<file path="src/rtl/cosl_pkg.sv">
`default_nettype none

package cosl_pkg;

  localparam int VALUE_W = 32;
  localparam int POS_W   = 4;
  localparam int ACC_W   = 16;
  localparam int ENT_W   = 5;

  typedef logic [1:0] op_t;
  typedef logic [1:0] status_t;

  localparam op_t OP_PUSH = 2'd0;
  localparam op_t OP_FIND = 2'd1;
  localparam op_t OP_POP  = 2'd2;

  localparam status_t ST_OK    = 2'd0;
  localparam status_t ST_MISS  = 2'd1;
  localparam status_t ST_FULL  = 2'd2;
  localparam status_t ST_EMPTY = 2'd3;

endpackage

`default_nettype wire

</file>
<file path="src/rtl/count_ordered_self_organizing_list.sv">
// Ordered list of up to DEPTH signed values, each with a saturating access count,
// held in one simple dual-port memory (one read and one write per cycle, registered
// read). One beat in gives one beat out. A push writes the new entry at the back. A pop
// takes the front entry and moves the rest one place toward the front. A find has
// the memory port walk the list once to locate the value, once more to find where
// it belongs, and then move the entries in between one per cycle. A new beat is
// taken while the previous result still waits in the output register.
`default_nettype none

module count_ordered_self_organizing_list
  import cosl_pkg::*;
#(
  parameter int DEPTH      = 16,
  parameter int COUNT_BITS = 16
) (
  input  logic                      clk,
  input  logic                      rst,
  input  logic                      item_valid,
  output logic                      item_ready,
  input  op_t                       operation,
  input  logic signed [VALUE_W-1:0] item_value,
  output logic                      result_valid,
  input  logic                      result_ready,
  output status_t                   status,
  output logic [POS_W-1:0]          old_position,
  output logic [POS_W-1:0]          new_position,
  output logic [ACC_W-1:0]          access_count,
  output logic signed [VALUE_W-1:0] popped_value,
  output logic [ENT_W-1:0]          entry_count
);

  localparam int IW = $clog2(DEPTH);
  localparam int CW = $clog2(DEPTH + 1);
  localparam int WW = VALUE_W + COUNT_BITS;

  typedef logic [IW-1:0]         idx_t;
  typedef logic [CW-1:0]         num_t;
  typedef logic [COUNT_BITS-1:0] acc_t;

  typedef enum logic [2:0] {
    S_IDLE, S_SCAN, S_RANK, S_MOVE, S_PUT, S_POPQ, S_EMIT
  } state_t;

  state_t state;
  num_t   used_entries;
  op_t    op_r;
  logic [VALUE_W-1:0] val_r;

  idx_t rd_ptr;
  num_t rd_left;
  logic q_vld;
  idx_t q_idx;
  idx_t wr_ptr;
  logic mv_dn;
  idx_t at_r;
  idx_t j_r;
  acc_t cnt_r;

  status_t            res_status;
  idx_t               res_old;
  idx_t               res_new;
  acc_t               res_cnt;
  logic [VALUE_W-1:0] res_pop;

  logic [WW-1:0] mem [DEPTH];
  logic [WW-1:0] mem_q;

  logic          we;
  idx_t          waddr;
  logic [WW-1:0] wdata;

  logic [VALUE_W-1:0] q_value;
  acc_t               q_count;
  acc_t               q_count_inc;
  logic               q_last;
  logic               rank_take;
  idx_t               rank_j;
  idx_t               rd_ptr_inc;
  idx_t               rd_ptr_dec;

  assign item_ready  = (state == S_IDLE);
  assign q_value     = mem_q[WW-1:COUNT_BITS];
  assign q_count     = mem_q[COUNT_BITS-1:0];
  assign q_count_inc = (&q_count) ? q_count : q_count + acc_t'(1);
  assign q_last      = (num_t'(q_idx) == used_entries - num_t'(1));
  assign rd_ptr_inc  = rd_ptr + idx_t'(1);
  assign rd_ptr_dec  = rd_ptr - idx_t'(1);

  // Slot for the promoted entry, counted in the list with the entry taken out.
  assign rank_take = q_vld && (q_idx != at_r) && (q_count <= cnt_r);
  assign rank_j    = rank_take ? ((q_idx < at_r) ? q_idx : q_idx - idx_t'(1))
                               : idx_t'(used_entries - num_t'(1));

  always_comb begin
    we    = 1'b0;
    waddr = wr_ptr;
    wdata = mem_q;
    unique case (state)
      S_IDLE: begin
        if (item_valid && operation == OP_PUSH && used_entries < num_t'(DEPTH)) begin
          we    = 1'b1;
          waddr = idx_t'(used_entries);
          wdata = {item_value, {COUNT_BITS{1'b0}}};
        end
      end
      S_MOVE: begin
        we = q_vld;
      end
      S_PUT: begin
        we    = 1'b1;
        waddr = j_r;
        wdata = {val_r, cnt_r};
      end
      default: begin
        we = 1'b0;
      end
    endcase
  end

  always_ff @(posedge clk) begin
    if (we) begin
      mem[waddr] <= wdata;
    end
    mem_q <= mem[rd_ptr];
  end

  always_ff @(posedge clk) begin
    if (rst) begin
      state        <= S_IDLE;
      used_entries <= '0;
      rd_ptr       <= '0;
      q_vld        <= 1'b0;
      result_valid <= 1'b0;
    end else begin
      if (result_valid && result_ready) begin
        result_valid <= 1'b0;
      end
      unique case (state)
        S_IDLE: begin
          // rd_ptr rests at zero here, so the front entry is read on every accept.
          if (item_valid) begin
            op_r       <= operation;
            val_r      <= item_value;
            res_status <= ST_OK;
            res_old    <= '0;
            res_new    <= '0;
            res_cnt    <= '0;
            res_pop    <= '0;
            state      <= S_EMIT;
            unique case (operation)
              OP_PUSH: begin
                if (used_entries >= num_t'(DEPTH)) begin
                  res_status <= ST_FULL;
                end else begin
                  res_new      <= idx_t'(used_entries);
                  used_entries <= used_entries + num_t'(1);
                end
              end
              OP_FIND: begin
                if (used_entries == '0) begin
                  res_status <= ST_MISS;
                end else begin
                  q_vld   <= 1'b1;
                  q_idx   <= '0;
                  rd_left <= used_entries - num_t'(1);
                  rd_ptr  <= idx_t'(used_entries > num_t'(1));
                  state   <= S_SCAN;
                end
              end
              OP_POP: begin
                if (used_entries == '0) begin
                  res_status <= ST_EMPTY;
                end else begin
                  state <= S_POPQ;
                end
              end
              default: begin
                state <= S_EMIT;
              end
            endcase
          end
        end

        S_SCAN, S_RANK: begin
          if (rd_left != '0) begin
            q_vld   <= 1'b1;
            q_idx   <= rd_ptr;
            rd_left <= rd_left - num_t'(1);
            if (rd_left != num_t'(1)) begin
              rd_ptr <= rd_ptr_inc;
            end
          end else begin
            q_vld <= 1'b0;
          end
          if (state == S_SCAN) begin
            if (q_vld && q_value == val_r) begin
              at_r    <= q_idx;
              cnt_r   <= q_count_inc;
              rd_ptr  <= '0;
              rd_left <= used_entries;
              q_vld   <= 1'b0;
              state   <= S_RANK;
            end else if (q_vld && q_last) begin
              res_status <= ST_MISS;
              state      <= S_EMIT;
            end
          end else if (rank_take || (q_vld && q_last)) begin
            j_r   <= rank_j;
            q_vld <= 1'b0;
            state <= S_MOVE;
            if (rank_j < at_r) begin
              // Entries j..at-1 move one place toward the back.
              mv_dn   <= 1'b0;
              rd_ptr  <= at_r - idx_t'(1);
              wr_ptr  <= at_r;
              rd_left <= num_t'(at_r - rank_j);
            end else begin
              // Entries at+1..j move one place toward the front.
              mv_dn   <= 1'b1;
              rd_ptr  <= (rank_j == at_r) ? at_r : at_r + idx_t'(1);
              wr_ptr  <= at_r;
              rd_left <= num_t'(rank_j - at_r);
            end
          end
        end

        S_MOVE: begin
          if (rd_left != '0) begin
            q_vld   <= 1'b1;
            rd_left <= rd_left - num_t'(1);
            if (rd_left != num_t'(1)) begin
              rd_ptr <= mv_dn ? rd_ptr_inc : rd_ptr_dec;
            end
          end else begin
            q_vld <= 1'b0;
          end
          if (q_vld) begin
            wr_ptr <= mv_dn ? wr_ptr + idx_t'(1) : wr_ptr - idx_t'(1);
          end
          if (rd_left == '0 && !q_vld) begin
            if (op_r == OP_POP) begin
              used_entries <= used_entries - num_t'(1);
              state        <= S_EMIT;
            end else begin
              state <= S_PUT;
            end
          end
        end

        S_PUT: begin
          res_old <= at_r;
          res_new <= j_r;
          res_cnt <= cnt_r;
          state   <= S_EMIT;
        end

        S_POPQ: begin
          res_pop <= q_value;
          mv_dn   <= 1'b1;
          wr_ptr  <= '0;
          rd_ptr  <= idx_t'(1);
          rd_left <= used_entries - num_t'(1);
          q_vld   <= 1'b0;
          state   <= S_MOVE;
        end

        S_EMIT: begin
          rd_ptr <= '0;
          q_vld  <= 1'b0;
          if (!result_valid || result_ready) begin
            result_valid <= 1'b1;
            status       <= res_status;
            old_position <= POS_W'(res_old);
            new_position <= POS_W'(res_new);
            access_count <= ACC_W'(res_cnt);
            popped_value <= res_pop;
            entry_count  <= ENT_W'(used_entries);
            state        <= S_IDLE;
          end
        end

        default: begin
          state <= S_IDLE;
        end
      endcase
    end
  end

endmodule

`default_nettype wire

</file>
<file path="config.mk">
export PLATFORM = sky130hd
export DESIGN_NAME = count_ordered_self_organizing_list
export DESIGN_NICKNAME = d
export VERILOG_FILES = /design/src/rtl/cosl_pkg.sv /design/src/rtl/count_ordered_self_organizing_list.sv
export SDC_FILE = /design/constraint.sdc
export NUM_CORES = 1
export LEC_CHECK = 0
export BUFFER_PORTS_ARGS = -buffer_cell sky130_fd_sc_hd__buf_2
export CORE_ASPECT_RATIO = 1.75
export CORE_MARGIN = 4
export CORE_UTILIZATION = 60
export CTS_CLUSTER_DIAMETER = 60
export DETAILED_ROUTE_END_ITERATION = 12
export GPL_TIMING_DRIVEN = 0
export PLACE_DENSITY = 0.77
export SETUP_SLACK_MARGIN = 0.02
export SYNTH_ARGS = -nofsm -noshare
export SYNTH_HDL_FRONTEND = slang
export SYNTH_SLANG_ARGS = --single-unit
</file>
<file path="constraint.sdc">
create_clock -name clk -period 22.1 [get_ports clk]
set_input_delay 2.21 -clock clk [delete_from_list [all_inputs] [get_ports clk]]
set_output_delay 2.21 -clock clk [all_outputs]
set_load 0.05 [all_outputs]
</file>
After elaboration in Yosys (flattened, before gate mapping):

Memory sizes are Yosys's and may differ from the RTL's. A register that Yosys moved wholly into a read port is not among the register bits.
Cells that the tools add are included.
Widths: inputs -> output; s select.

* mux-type cells: 96
* equal/unequal tests: 33
* magnitude comparators: 6
* $add $sub $neg: 13
* reductions and logical operators: 44
* bitwise logic cells: 2

Operators by type and width (count)
* $mux 4: 28
* $pmux 48 s2: 1
* $mux 5: 13
* $pmux 32 s2: 1
* $mux 48: 1
* $eq 32x32->1: 1
* $mux 16: 2
* $mux 32: 1
* $pmux 16 s2: 1
* $pmux 4 s2: 4
* $ne 2x2->1 const B: 15
* $mux 3: 8
* $reduce_and 6->1: 4
* $pmux 4 s5: 1
* $pmux 5 s4: 1
* $pmux 3 s6: 1
* $mux 1: 17
* $add 16x1->16 const B: 1
* $le 16x16->1: 1
* $mux 2: 8
* $reduce_and 16->1: 1
* $reduce_and 4->1: 4
* $sub 4x1->4 const B: 4
* $reduce_and 5->1: 3
* other kinds (41): 72

* output and inout port bits: 65
* logic and storage cells: 220
* memories: 1
* bits in writable memories: 768
* bits of input ports: 38
* register bits after elaboration: 207

Memories
* mem: words 16, width 48, rd ports 1, clocked after memory_dff 1, wr ports 1, line count_ordered_self_organizing_list.sv:65 `logic [WW-1:0] mem [DEPTH];`

Depth between registers and ports, before layout:

* depth in word-level cells: 10
* depth in mapped cells: 20
* mapped depth without buffers: 19

Worst setup path before layout:

Ideal clock, no wire load.

* kind: input to register
* from: input port rst
* to: register access_count[0] (enable)
* setup time: 0.640 ns
* cell stages on the path: 3
* arrival: 8.692 ns
* slack: 12.768 ns
* data required time: 21.460 ns
* path through: clkbuf_1 > clkbuf_1 > nor4_1

* longest elaborated chain between the ends: 2

Ends and longest elaborated chain
* from (decl): line count_ordered_self_organizing_list.sv:17 `input logic rst,`
* $not 1->1 (no source line)
* $reduce_and 3->1 (no source line)
* to (signal assigned): line count_ordered_self_organizing_list.sv:275 `access_count <= ACC_W'(res_cnt);`
* to (decl): line count_ordered_self_organizing_list.sv:27 `output logic [ACC_W-1:0] access_count,`

Every way passes these cells.
A chain may end at the register's enable or synchronous reset.

Worst setup path after layout:

* from: register state[1]
* to: memory mem[12][33] in the netlist's numbering (enable)

* longest elaborated chain between the ends: 4
* elaborated cells between the ends (all ways): 7
* those cells by class: eq/ne (2); mux (4); reduce/logical (1)

Ends and longest elaborated chain
* from (decl): line count_ordered_self_organizing_list.sv:44 `state_t state;`
* from (signal assigned): line count_ordered_self_organizing_list.sv:129 `state <= S_IDLE;`
* from (signal assigned): line count_ordered_self_organizing_list.sv:149 `state <= S_EMIT;`
* from (signal assigned): line count_ordered_self_organizing_list.sv:167 `state <= S_SCAN;`
* $eq 3x3->1, or another cell as far along: line count_ordered_self_organizing_list.sv:98 `unique case (state)`
* $pmux 1 s3: line count_ordered_self_organizing_list.sv:98
* $mux 1: line count_ordered_self_organizing_list.sv:121 `if (we) begin`
* $mux 1 (not written as such): line count_ordered_self_organizing_list.sv:122 `mem[waddr] <= wdata;`
* to (decl): line count_ordered_self_organizing_list.sv:65

Parallel ways exist; a longest one is shown, timed or not.

==> reports/metrics.yaml <==
cts_hold_buf: 0
synth_async_sr_flop_share_pct: 0
crit_arrival_ns: 5.81
tightest_slew_ns: 1.23
yosysUniqueCellTypes: 67
path_class: "reg -> reg"
clkLatencyLatePin_ns: 0.67
stdcell_count: 3208
syn_area_per_cell_sq_um: 20.0
vias_per_cell: 6.78
crit_fanout: 18
drt_iter0_drc: 2704
port_buffers: 101
cts_setup_buffers: 0
relSlewSlack_pct: 17.9
ant_nets: 0
syn_area_sq_um: 40200
htreeDepth: 3
fin_area_sq_um: 45800
fin_crit_sh_pct: 24.6
final_common_cell: "edfxtp_1"
layout.nets: 2332
grt_antenna_before_repair: 2
clock_sinks: 1023
final_core_util_pct: 68.9
holdWs_ns: 0.409
hold_path.class: "reg -> reg"
rsz0062_at_grt: "no"
grt_pass1_vias: 22400
row_count: 125
finalHoldViolCount: 0
startpoint_type: "flip-flop"
leakage_nw: 14.9
power_density_nw_per_um2: 124
dp_hpwl_microns: 69200
ios: 103
post-route-worst-setup-slack_ns: 16.65
place_ws_ns: 16.22
drt_wl_total_microns: 106000
yosysWarnings: 0
wire_per_inst_microns: 33.0
final_cell_mix: "edfxtp_1 (961), mux4_2 (240), buf_2 (104)"
synth_edf_count: 961
peakVddDrop_mv: 0.0900
yosysSeqAreaShare_pct: 74.8
dr.pass1.iters: 9
power_frac_seq_pct: 48.3
fin_worst_skew_ns: 0.0252
cp.required_ns: 22.46
slew_viol_final: 0
area_growth_pct: 14.0
syn_inst: 2012
cts-root-buf: "clkbuf_16"
die_w_microns: 204
finalSetupViolCount: 0
min_period_ns: 5.45
drive_gt1_share_pct: 24.3
grtUsageTotal_pct: 30.1
critPathCaptureType: "flip-flop"
p_sw_share_pct: 30.4
grt_max_degree: 33
maxCapViolations: 0
grt_pass1_wl_microns: 153000
die-area_sq_um: 71400
cts_tree: "yes"
p_switching_mw: 1.73
place_congestion: 0.950
comb_power_share_pct: 23.5
placedCellCount: 3047
status: "finished, final reports clean"
die_h_microns: 350
finalSetupTns_ns: 0
clk_path_buf_depth: 3
power_mw: 5.70
syn-num-nets: 2098
fmax_ghz: 0.184
ys.flop_type: "edfxtp_1"
initial_utilization_pct: 60.5
route.detailed.drc: 0
cts_buffers: 86
ys_seq_elements: 1023
coreArea_sq_um: 66500
cts_resized: 0
intPower_mw: 3.97
dpl_cell_area_sq_um: 42800
path_clk_slew_ns: 0.06
clockPowerShare_pct: 28.2
num_vias: 21800
overflow: 0
[cells by family (layout without fill, tap and decap cells)]
| kind of cell | count (synthesis) | after routing | synth area share [%] |
|---|---|---|---|
| fa+ha+maj | 48 | 48 | 1.55 |
| other cells | 0 | 2 | 0 |
| mux | 250 | 250 | 13.7 |
| compound gates | 175 | 175 | 3.28 |
| buf+inv | 175 | 480 | 1.64 |
| flops | 1023 | 1023 | 74.8 |
| xor+xnor | 69 | 69 | 1.50 |
| simple gates | 272 | 272 | 3.47 |
[state kept, by name (all words and copies together), names as in the netlist, 3 cells and up]
name / cells
state: 3
used_entries: 5
j_r: 4
rd_left: 5
wr_ptr: 4
q_idx: 4
res_pop: 32
popped_value: 32
res_new: 4
res_cnt: 16
mem_q: 48
entry_count: 5
at_r: 4
new_position: 4
val_r: 32
cnt_r: 16
rd_ptr: 4
old_position: 4
access_count: 16
mem: 768
res_old: 4
[path summary, 6_finish.rpt]
path	from	end	slack, ns	cells past startpoint
worst max-delay path	state[1]$_SDFFE_PP0P_	mem[12][33]$_DFFE_PP_	16.65	11
worst max register to register	state[1]$_SDFFE_PP0P_	mem[12][33]$_DFFE_PP_	16.65	11
worst min-delay path	res_cnt[4]$_SDFFCE_PP0P_	access_count[4]$_DFFE_PP_	0.41	0
worst min register to register	res_cnt[4]$_SDFFCE_PP0P_	access_count[4]$_DFFE_PP_	0.41	0
[layout make-up]
class	instances	area (sq um)
timing repair buffer	146	1360
sequential	1023	30100
clock inverter	44	571
buffer	99	375
fill	4037	20600
multi-input combinational	814	9610
clock buffer	115	2410
tap	889	1110
inverter	76	285
antenna	2	5.00
[layer usage]
metal	part of all wire [%]	global-route usage [%]	routed length, microns	vias to the layer above
li1	-	-	-	8708
met5	0.012	0	13	-
met1	33	36.9	34600	11100
met4	5.7	15.2	6030	2
met2	52	51.8	55100	1591
met3	9.5	5.30	10000	328
[power by group through the flow]
stage               sequential (mW)  clock (mW)  combinational [mW]
detailed placement             2.78           0                1.31
finish                         2.75        1.60                1.34
global placement               2.79           0                1.21
CTS                            2.75        1.62                1.32
floorplan                      2.74           0               0.823
global route                   2.76        1.70                1.42
[critical path, stage by stage (launching register included)]
cell	delay (ns)
dfxtp_1	0.31
clkbuf_1	0.22
nor2_1	0.97
nand2_1	0.25
inv_1	0.29
nand2_1	0.21
nor2_1	0.81
a222oi_1	0.35
or2_2	0.51
nor2_4	0.69
buf_12	0.29
buf_16	0.20
[synthesized netlist by cell type (13+ instances only)]
| cell type | instances | area (sq um) |
|---|---|---|
| inv_1 | 76 | 285 |
| nor2_1 | 66 | 248 |
| xnor2_1 | 63 | 552 |
| nand4_1 | 15 | 93.8 |
| clkbuf_1 | 76 | 285 |
| a222oi_1 | 34 | 340 |
| edfxtp_1 | 961 | 28900 |
| o21ai_0 | 21 | 105 |
| mux4_2 | 240 | 5410 |
| nand2_1 | 50 | 188 |
| dfxtp_1 | 62 | 1240 |
| nor3_1 | 34 | 170 |
| a21o_1 | 23 | 173 |
| and3_1 | 39 | 244 |
| ha_1 | 45 | 563 |
| nand3_1 | 13 | 65.1 |
| buf_1 | 20 | 75.1 |
| a21oi_1 | 34 | 170 |
(Power assumes the default switching activity.)
